File: config.mk
export PLATFORM = sky130hd
export DESIGN_NAME = cfr_mul
export DESIGN_NICKNAME = d
export VERILOG_FILES = /design/src/rtl/core/assert_macros.svh /design/src/rtl/core/cfr_pkg.sv /design/src/rtl/core/cfr_mul.sv
export SDC_FILE = /design/constraint.sdc
export NUM_CORES = 1
export LEC_CHECK = 0
export BUFFER_PORTS_ARGS = -buffer_cell sky130_fd_sc_hd__buf_2
export CORE_AREA = 8 8 161 201
export DETAILED_ROUTE_END_ITERATION = 12
export DIE_AREA = 0 0 169 209
export GPL_ROUTABILITY_DRIVEN = 0
export PLACE_DENSITY_LB_ADDON = 0.3
export SYNTH_ARGS = -nofsm -noshare
export SYNTH_HDL_FRONTEND = slang
export SYNTH_SLANG_ARGS = --single-unit
export TNS_END_PERCENT = 5
File: constraint.sdc
create_clock -name clk -period 11.8 [get_ports clk]
set_input_delay 0.59 -clock clk [delete_from_list [all_inputs] [get_ports clk]]
set_output_delay 0.59 -clock clk [all_outputs]
set_load 0.1 [all_outputs]
File: src/rtl/core/assert_macros.svh
// Assertion macros shared by the RTL files.
`ifndef ASSERT_MACROS_SVH
`define ASSERT_MACROS_SVH
`ifndef SYNTH
// property must hold at every clock edge outside reset
`define ASSERT_CLK(label, clk, rst_n, prop) \
    label: assert property (@(posedge clk) disable iff (!rst_n) (prop)) \
        else $error("assertion failed");
// expression must never be true outside reset
`define ASSERT_NEVER(label, clk, rst_n, expr) \
    label: assert property (@(posedge clk) disable iff (!rst_n) !(expr)) \
        else $error("forbidden condition seen");
`else
`define ASSERT_CLK(label, clk, rst_n, prop)
`define ASSERT_NEVER(label, clk, rst_n, expr)
`endif
`endif

File: src/rtl/core/cfr_pkg.sv
// Package: constants, types and helper functions of the filter bank.
`default_nettype none
package cfr_pkg;
    localparam int MAX_CHANNELS   = 64;
    localparam int MAX_BAND_ORDER = 6;
    localparam int SLOTS          = 18;
    localparam int CH_W           = $clog2(MAX_CHANNELS);
    localparam int NCH_W          = CH_W + 1;
    localparam int COEF_DEPTH     = MAX_CHANNELS * SLOTS;
    localparam int CADDR_W        = $clog2(COEF_DEPTH);
    localparam int DLY_W          = 48;
    localparam int BAND_ROW_W     = MAX_BAND_ORDER * DLY_W;
    localparam int LP_ROW_W       = 2 * DLY_W;
    localparam int PROD_W         = 54;
    localparam int ACC_W          = 56;

    // item kinds
    localparam logic [1:0] OP_WRITE   = 2'd0;
    localparam logic [1:0] OP_PROCESS = 2'd1;
    localparam logic [1:0] OP_CLEAR   = 2'd2;

    // register indexes
    localparam logic CFG_ORDER    = 1'b0;
    localparam logic CFG_CHANNELS = 1'b1;

    // coefficient slots
    localparam logic [4:0] SLOT_BAND_A_OFS = 5'd6;
    localparam logic [4:0] SLOT_LP_B       = 5'd13;
    localparam logic [4:0] SLOT_LP_A_OFS   = 5'd15;
    localparam logic [4:0] SLOT_COUNT      = 5'd18;

    typedef enum logic [3:0] {
        ST_CLEAR,
        ST_IDLE,
        ST_ROW,
        ST_LOAD,
        ST_STEP,
        ST_FETCH,
        ST_START,
        ST_WAIT,
        ST_STORE,
        ST_EMIT
    } state_t;

    typedef struct packed {
        logic                  en;
        logic [CH_W-1:0]       addr;
        logic [BAND_ROW_W-1:0] band;
        logic [LP_ROW_W-1:0]   lp;
    } dly_wr_t;

    function automatic logic [CADDR_W-1:0] coef_addr(input logic [CH_W-1:0] ch,
                                                      input logic [4:0] slot);
        logic [CADDR_W-1:0] c;
        c = {{(CADDR_W-CH_W){1'b0}}, ch};
        return (c << 4) + (c << 1) + {{(CADDR_W-5){1'b0}}, slot};
    endfunction

    function automatic logic [DLY_W-1:0] sat48(input logic signed [ACC_W-1:0] v);
        logic signed [ACC_W-1:0] hi;
        logic signed [ACC_W-1:0] lo;
        hi = 56'sh00_7FFF_FFFF_FFFF;
        lo = 56'shFF_8000_0000_0000;
        if (v > hi)
            return 48'h7FFF_FFFF_FFFF;
        else if (v < lo)
            return 48'h8000_0000_0000;
        else
            return v[DLY_W-1:0];
    endfunction

    // Q8.40 to Q4.20 with round half up and clamp
    function automatic logic [23:0] to_out(input logic [DLY_W-1:0] y);
        logic signed [28:0] o;
        o = $signed({y[47], y[47:20]}) + $signed({28'd0, y[19]});
        if (o > 29'sd8388607)
            return 24'h7FFFFF;
        else if (o < -29'sd8388608)
            return 24'h800000;
        else
            return o[23:0];
    endfunction
endpackage
`default_nettype wire

File: src/rtl/core/cfr_mul.sv
// Digit-serial multiplier: 32-bit coefficient times 48-bit value, byte per cycle.
`default_nettype none
module cfr_mul (
    input  wire logic                         clk,
    input  wire logic                         rst_n,
    input  wire logic                         start,
    input  wire logic [31:0]                  coef,
    input  wire logic [cfr_pkg::DLY_W-1:0]    value,
    output logic                              done,
    output logic [cfr_pkg::PROD_W-1:0]        product
);
    logic signed [31:0]              c_reg;
    logic [cfr_pkg::DLY_W-1:0]       v_reg;
    logic signed [41:0]              h_reg;
    logic [cfr_pkg::DLY_W-1:0]       lo_reg;
    logic [2:0]                      cnt_reg;
    logic                            busy_reg;
    logic                            done_reg;
    logic [cfr_pkg::PROD_W-1:0]      prod_reg;

    logic signed [8:0]  digit;
    logic signed [40:0] part;
    logic signed [41:0] sum;
    logic [79:0]        full;

    // top byte of the value is signed, the rest unsigned
    assign digit = (cnt_reg == 3'd5) ? {v_reg[7], v_reg[7:0]} : {1'b0, v_reg[7:0]};
    assign part  = c_reg * digit;
    assign sum   = h_reg + {part[40], part};
    assign full  = {h_reg[31:0], lo_reg};

    always_ff @(posedge clk or negedge rst_n)
    begin
        if (!rst_n)
        begin
            cnt_reg  <= 3'd0;
            busy_reg <= 1'b0;
            done_reg <= 1'b0;
        end
        else
        begin
            done_reg <= 1'b0;
            if (start)
            begin
                cnt_reg  <= 3'd0;
                busy_reg <= 1'b1;
            end
            else if (busy_reg)
            begin
                if (cnt_reg != 3'd6)
                    cnt_reg <= cnt_reg + 3'd1;
                else
                begin
                    busy_reg <= 1'b0;
                    done_reg <= 1'b1;
                end
            end
        end
    end

    always_ff @(posedge clk)
    begin
        if (start)
        begin
            c_reg <= coef;
            v_reg <= value;
            h_reg <= '0;
        end
        else if (busy_reg)
        begin
            if (cnt_reg != 3'd6)
            begin
                v_reg  <= v_reg >> 8;
                lo_reg <= {sum[7:0], lo_reg[47:8]};
                h_reg  <= sum >>> 8;
            end
            else
                // floor((p + 2^25) / 2^26)
                prod_reg <= full[79:26] + {53'd0, full[25]};
        end
    end

    assign done    = done_reg;
    assign product = prod_reg;
endmodule
`default_nettype wire

==> results of run 1 <==
## cell usage after synthesis (3+ instances only)
cell type / number
nor3_1: 10
a21o_1: 16
nor2_1: 59
nor4_4: 3
or2_2: 3
dfxtp_1: 34
nand4_1: 13
xnor2_1: 64
nand2_1: 173
nor4_1: 5
dfrtp_1: 5
nand2b_1: 5
o211ai_1: 4
inv_1: 329
o31ai_1: 3
edfxtp_1: 157
and4_1: 4
fa_1: 271
a31oi_1: 4
o21ai_0: 43
nand3_1: 38
a211oi_1: 8
and3_1: 15
o21bai_1: 7
or3_1: 7
and2_1: 167
o22ai_1: 3
o21a_1: 5
ha_1: 99
clkbuf_1: 53
mux2_2: 40
nor2b_1: 4
a21oi_1: 46
xor2_1: 24
buf_1: 7
## critical path, delay by kind of cell (launching register included)
kind,cells,cell delay (ps)
adders and majority gates,6,2940
AOI/OAI and AO/OA,4,1080
and+or+nand+nor,5,1050
buffers and inverters,5,770
DFF,1,340
muxes,1,220
## how the worst max path moves through the flow
| stage | start | endpoint | slack (ps) | cells after the start |
|---|---|---|---|---|
| floorplan | cnt_reg[0] | h_reg[30] | 5880 | 20 |
| global placement | v_reg[7] | h_reg[30] | 5450 | 21 |
| detailed placement | v_reg[7] | h_reg[30] | 5330 | 21 |
| CTS | v_reg[7] | h_reg[30] | 5310 | 21 |
| global route | v_reg[7] | h_reg[25] | 5040 | 21 |
| finish | v_reg[7] | h_reg[30] | 5270 | 21 |
## cells by family after synthesis
logic type | share of synthesized area
simple gates | 0.146
buf+inv | 0.0794
fa+ha+maj | 0.356
flops | 0.295
compound gates | 0.0575
xor+xnor | 0.0412
mux | 0.0251
## through the flow
step	worst slack, ps	util	instances	instance area [um2]	hold WS, ps
detailed placement	5330	0.679	2253	19700	421
CTS	5310	0.699	2285	20300	294
floorplan	5880	-	1775	18700	294
global placement	5450	0.679	2253	19700	416
global route	5040	0.699	2285	20300	295
finish	5270	0.699	2285	20300	313
## layer usage
layer  part of all wire  vias to the layer above  wire, um  GRT usage
li1                   -                     5844         -          -
met1               0.35                     6453     14300      0.257
met2               0.54                      482     21800      0.439
met3              0.072                      127      2920     0.0447
met4              0.043                        0      1770      0.123
met5                  0                        -         0          0
## cell type report
class / instances / area [um2]
fillers: 2176 / 8740
clock inverters: 14 / 161
multi-input cells: 1185 / 11700
clock buffers: 17 / 425
repair buffers: 148 / 773
inverters: 329 / 1230
flip-flops and latches: 196 / 5520
well taps: 396 / 495
==> impl_results.md, run 1 <==
- Initial Util: 0.644
- Slew @ Worst Pin: 1180 ps
- DP HPWL: 31700 um
- Crit path time final: 6530 ps
- Die area: 35300 um2
- Setup repair bufs after CTS: 0
- TritonCTS clock tree: done
- Top_reg_cell synth: edfxtp_1
- Most frequent cells in the layout: inv_1 (328), fa_1 (271), nand2_1 (173)
- Most Frequent Cell on Critical Path: fa_1
- R2R depth: 21
- RR Startpoint: v_reg[7]
- Max reg flops: 54
- Post-synth EDFFs: 157
- Worst Hold Launch: coef[20]
- Vias/cell: 5.65
- Top cells by area, synth: fa_1 (29%), edfxtp_1 (25%), ha_1 (6.6%), inv_1 (6.6%), and2_1 (5.6%)
- Routed WL: 40800 um
- RSZ-0062 raised after global routing: no
- CP Data Arrival Time: 6860 ps
- Drt pass-1 iters: 5
- Sequential share of the synthesized area: 0.295
- Synth Register Bits: 196
- Cell variety after synth: 70
- Max-slew violations: 0
- CP max stage delay: 550 ps
- # hold bufs at CTS: 1
- Initial antenna violation count: 1
- Hold/Removal Path Class: in -> reg
- Fin nets: 2330
- H-tree levels: 4
- WHS Path Cells: 1
- Clock sink count: 196
- Overall die height: 209 um
- Clk Latency, worst-skew pair: 450 ps
- Mean Syn Cell Area: 10.5 um2
- Port Buffers: 137
- R2R setup slack: 5270 ps
- # resized after CTS: 0
- Type of origin of the critical path: flop
- Critical path's slowest cell: fa_1
- Max frequency: 0.153 GHz
- Drt drc: 0
- CORE AREA: 29100 um2
- Setup TNS: 0 ps
- Asr flop ratio synth: 0.0255
- Core Rows: 70
- Status: completed
- Synth warn: 0
- Detailed-route via count: 12900
- Die W: 169 um
- Tcrit/Tclk final: 0.553
- Worst Clk Skew: 17.7 ps
- First-pass GRT wire length: 67200 um
- ANT cells: 0
- Drt wl/cell: 17.9 um
- Synth top area share: 0.290
- Hold path endpoint: c_reg[20]
- CTS Buffer Depth: 2
- Tot GR Track Use: 0.239
- Final hold vios: 0
- Max_slew headroom: 0.216
- Crit-path cells: buf_4 -> nand3_1 -> buf_4 -> or2_2 -> fa_1 -> fa_1 -> fa_1 -> inv_1 -> fa_1 -> inv_1 -> fa_1 -> inv_1 -> ha_1 -> o211ai_1 -> and4bb_2 -> o21ai_0 -> and2_1 -> o41a_1 -> a2111oi_4 -> mux2i_1 -> nand2_1
- CP required: 12130 ps
- Vias in the first global route: 14000
- Antenna Violating Nets Remaining: 0
- Iter 0 DRT Violations: 662
- Share of layout cells above drive strength 1: 0.127
- Mapped Nets: 2228
- Cells after Synth: 1775
- Commonest non-fill, non-tap cell in the layout: inv_1
- GRT Residual Overflow: 0
- Critical path type: reg -> reg
- Crit path max fanout: 33
- CTS root buf: clkbuf_16
- I/O pin total: 138
- Synthesis-to-finish area growth: 8.62%
- Reg2Reg Capture Point: h_reg[30]
- Reg clk slew, reported paths: 80 ps
- Max-cap violations: 0
- Critical Path End Type: flop
- Post-synthesis cell area: 18700 um2
- Final setup vio count: 0
- Largest net degree at the start of global routing: 56
- CTS buffer count: 17
- Cell type with the highest aggregate area in the netlist: fa_1
Power of run 1 is left out: the tool's default activity adds up to more than one toggle a clock period on the data nets, which glitch-free logic cannot reach.
==> run 2: changes to the inputs <==
CORE_AREA = 8 8 172 214   (was 8 8 161 201)
DIE_AREA = 0 0 180 222   (was 0 0 169 209)
clock period = 5.4 ns   (was 11.8 ns; I/O delays follow)
==> run 2 against run 1 <==
  * Hold slack worse by 290 ps
  * Global-route usage is 1.3 points lower
  * Highest routed layer unchanged
  * Die area rose by 13%
  * Routed wire length grew 8.1%
  * Via count rose by 5.9%
  * The run now ends with setup timing left
  * Clock skew is 2.0 ps lower
  * Clock-buffer cell count did not move
  * Flip-flop and latch count unchanged
  * Non-clock buffer count grew 223
==> impl_results.md, run 2 (synthesis gave the netlist of run 1 again) <==
- Port Buffers: 137
- Routed WL: 44100 um
- Tot GR Track Use: 0.226
- Final design utilization: 0.682
- Crit path buf inv count: 4
- Crit-path cells: inv_2 -> ha_4 -> nand3_4 -> or2_4 -> fa_1 -> fa_1 -> fa_1 -> inv_1 -> fa_1 -> inv_1 -> fa_1 -> inv_2 -> ha_4 -> o211ai_1 -> and4bb_2 -> o21ai_1 -> and2_1 -> o41a_1 -> a2111oi_4 -> mux2i_1 -> nand2_1
- CP max stage delay: 520 ps
- Reg clk slew, reported paths: 90 ps
- Critical path's slowest cell: fa_1
- Max-cap violations: 0
- Clock sink count: 196
- CTS root buf: clkbuf_16
- Drt pass-1 iters: 5
- Most Frequent Cell on Critical Path: fa_1
- Hold/Removal Path Class: in -> reg
- Type of origin of the critical path: flop
- Max_slew headroom: 0.263
- Drt drc: 0
- First-pass GRT wire length: 73000 um
- Max reg flops: 54
- Overall die height: 222 um
- Largest net degree at the start of global routing: 63
- DP HPWL: 35500 um
- Critical path type: reg -> reg
- Post-placement setup slack: -450 ps
- Share of layout cells above drive strength 1: 0.239
- Min setup slack post-route: -349 ps
- Setup TNS: -3470 ps
- I/O pin total: 138
- Synthesis-to-finish area growth: 21.3%
- Drt wl/cell: 17.4 um
- Status: finished with violations
- Die W: 180 um
- CORE AREA: 33300 um2
- Final setup vio count: 24
- Finished Cell Area: 22700 um2
- Antenna Violating Nets Remaining: 0
- Delay-heaviest family, CP: adder cells
- CTS buffer count: 17
- H-tree levels: 4
- Clk Latency, worst-skew pair: 460 ps
- Initial antenna violation count: 2
- R2R setup slack: -350 ps
- Placed cell areas: 21500 um2
- CP Data Arrival Time: 6100 ps
- Tcrit/Tclk final: 1.06
- Max-slew violations: 0
- Initial Util: 0.562
- CTS Buffer Depth: 2
- Slew @ Worst Pin: 1110 ps
- Detailed-route via count: 13700
- Final hold vios: 0
- Crit path time final: 5750 ps
- TritonCTS clock tree: done
- Critical Path End Type: flop
- ANT cells: 0
- Die area: 40000 um2
- Commonest non-fill, non-tap cell in the layout: inv_1
- Worst Clk Skew: 15.7 ps
- CP required: 5750 ps
- Fin nets: 2553
- Failing checks: setup timing
- Crit path max fanout: 4
- Vias/cell: 5.39
- RSZ-0062 raised after global routing: yes
- GRT Residual Overflow: 0
- Max frequency: 0.174 GHz
- Core Rows: 75
- Iter 0 DRT Violations: 907
- Vias in the first global route: 15100
- Most frequent cells in the layout: inv_1 (322), fa_1 (262), buf_4 (194)
-- run 2: changes by cell type in the layout (fill, tap and decap cells not counted), sizes merged --
cell and change:
dlygate4sd3 +28, clkinvlp -1, buf +195, inv +2
-- run 2: path summary, 6_finish.rpt --
| check | startpoint | endpoint | cells past startpoint |
|---|---|---|---|
| min in group asynchronous | rst_n | done | 2 |
| min | coef[3] | c_reg[3] | 1 |
| max | cnt_reg[1] | h_reg[30] | 21 |
| max reg2reg | cnt_reg[1] | h_reg[30] | 21 |
| min reg2reg | lo_reg[42] | lo_reg[34] | 0 |
| max in group asynchronous | rst_n | busy_reg | 2 |
-- run 2: stage by stage --
step                instances  hold WS [ps]
floorplan                1775         -25.6
global route             2536         0.593
detailed placement       2467          92.5
global placement         2467          92.5
CTS                      2531          5.47
finish                   2536          21.5
-- run 2: timing repair --
item                                   in CTS  in global routing
resized for setup                          24                 33
endpoints found under the hold margin      33                  0
hold buffers                               29                  0
cloned                                      1                  0
setup buffers                               2                  6
setup endpoints to repair                  25                 28
pin swaps                                  25                 37
-- run 2: layout make-up --
| type | instances | area [um2] |
|---|---|---|
| sequential | 196 | 5520 |
| tap | 423 | 529 |
| clock inverter | 15 | 213 |
| fill | 2472 | 10600 |
| inverter | 329 | 1230 |
| clock buffer | 17 | 425 |
| multi-input combinational | 1185 | 12100 |
| timing repair buffer | 371 | 2650 |
-- run 2: per-layer routing --
| layer | vias to the layer above | part of all wire | global-route usage |
|---|---|---|---|
| met5 | - | 0 | 0 |
| met4 | 0 | 0.035 | 0.0910 |
| met3 | 115 | 0.055 | 0.0474 |
| met2 | 434 | 0.54 | 0.426 |
| met1 | 6829 | 0.37 | 0.242 |
| li1 | 6294 | - | - |
Power of run 2 is left out for the same reason.
==> run 3: changes to the inputs <==
CELL_PAD_IN_SITES_DETAIL_PLACEMENT = 1   (was unset)
CELL_PAD_IN_SITES_GLOBAL_PLACEMENT = 1   (was unset)
CORE_AREA = 8 8 192 240   (was 8 8 172 214)
DIE_AREA = 0 0 200 248   (was 0 0 180 222)
==> run 3 against run 2 <==
  * The flow still finishes with violations (setup timing)
  * Register-to-register slack worse by 230 ps
  * Utilization is 14 points lower
  * Global-route usage is 1.4 points lower
  * Cell area is 1.1% higher
  * Sequential share of layout area is 0.27 points lower
  * Routed wire length is 16% higher
  * Worst setup slack worse by 230 ps
  * Critical path depth stayed put
  * Non-clock buffer count is 11 higher
  * Cell count is 6.0% higher
  * Via count is 0.56% higher
  * Critical endpoint unchanged
  * Highest routed layer unchanged
==> impl_results.md, run 3 (synthesis gave the netlist of run 1 again) <==
- CORE AREA: 42400 um2
- # fillers: 4688
- Critical path type: reg -> reg
- Placed cell areas: 21700 um2
- Die area: 49600 um2
- Vias in the first global route: 16000
- Setup TNS: -6980 ps
- Drt drc: 0
- Final design utilization: 0.541
- Core Rows: 85
- Max-cap violations: 0
- Antenna Violating Nets Remaining: 0
- Dpl cells: 2619
- Failing checks: setup timing
- Port Buffers: 137
- Tcrit/Tclk final: 1.11
- Non-Filler Instances: 2689
- I/O pin total: 138
- Overall die height: 248 um
- Wire length on met2: 29000 um
- Iter 0 DRT Violations: 380
- Largest net degree at the start of global routing: 68
- Finished Cell Area: 23000 um2
- First-pass GRT wire length: 81800 um
- Final hold vios: 0
- Highest Signal Layer: met4
- CTS buffer count: 17
- Clock sink count: 196
- Die W: 200 um
- Max-slew violations: 0
- Tot GR Track Use: 0.212
- Routed WL: 51300 um
- Reg clk slew, reported paths: 90 ps
- Hold/Removal Path Class: in -> reg
- Slew @ Worst Pin: 1150 ps
- Status: finished with violations
- Max_slew headroom: 0.233
- Min setup slack post-route: -579 ps
- CP Data Arrival Time: 6330 ps
- Detailed-route via count: 13700
- Clk Latency, worst-skew pair: 460 ps
- TritonCTS clock tree: done
- CTS Buffer Depth: 2
- Final setup vio count: 26
- Synthesis-to-finish area growth: 22.7%
- Crit path max fanout: 5
- Commonest non-fill, non-tap cell in the layout: inv_1
- Drt pass-1 iters: 7
- Initial Util: 0.441
- Wire length on met3: 1590 um
- ANT cells: 0
- CP required: 5760 ps
- DP HPWL: 41600 um
- Crit path time final: 5980 ps
- Share of layout cells above drive strength 1: 0.242
- RSZ-0062 raised after global routing: yes
- Max reg flops: 54
- Fin nets: 2564
- Initial antenna violation count: 0
- H-tree levels: 4
- Vias/cell: 5.11
- CTS root buf: clkbuf_16
- Type of origin of the critical path: flop
- Most frequent cells in the layout: inv_1 (323), fa_1 (266), buf_4 (202)
- Drt wl/cell: 19.1 um
- Critical Path End Type: flop
- GRT Residual Overflow: 0
- M1 WL: 19000 um
- Worst Clk Skew: 10.9 ps
- Max frequency: 0.167 GHz
[run 3: worst paths after layout]
check,depth (start not counted),from,slack (ps),end
min in group asynchronous,2,rst_n,170,cnt_reg[1]
setup reg to reg,21,cnt_reg[1],-580,h_reg[30]
hold reg to reg,0,lo_reg[47],500,lo_reg[39]
max in group asynchronous,2,rst_n,5080,cnt_reg[2]
setup / recovery,21,cnt_reg[1],-580,h_reg[30]
hold / removal,1,coef[1],20,c_reg[1]
[run 3: cell type report]
type	instances	area, um2	area share
clock buffers	17	425	0.0185
flip-flops and latches	196	5520	0.240
multi-input cells	1185	12100	0.528
repair buffers	382	2760	0.120
well taps	565	707	0.0308
inverters	329	1230	0.0538
clock inverters	15	190	0.00828
[run 3: layer usage]
metal	up-vias	global-route usage
li1	6307	-
met1	7085	0.227
met2	257	0.408
met3	100	0.0312
met4	0	0.0869
met5	-	0
[run 3: what timing repair did]
item | in CTS | in global routing
endpoints found under the hold margin | 33 | 1
pin swaps | 7 | 38
buffers inserted | 3 | 6
hold buffers | 29 | 1
endpoints found under the setup margin | 27 | 30
gates resized for setup | 25 | 34
[run 3: metrics by stage]
step / setup WS (ps) / hold WS [ps]
after global routing: -740 / 3.98
after detailed placement: -611 / 98.2
after global placement: -450 / 95.8
after floorplan: -138 / -25.6
after CTS: -488 / 1.39
final: -579 / 24.2
[run 3: worst max-delay path, stage by stage, from the launching register on]
cell and delay [ps]:
dfrtp_1 400, inv_2 90, ha_4 140, nand3_4 150, or2_4 280, fa_1 490
fa_1 510, fa_1 500, inv_1 50, fa_1 490, inv_1 60, fa_1 490
inv_2 50, ha_4 260, o211ai_1 110, and4bb_2 350, o21ai_2 70, and2_4 140
o41a_1 490, a2111oi_4 400, mux2i_1 250, nand2_1 80
Power of run 3 is left out for the same reason.
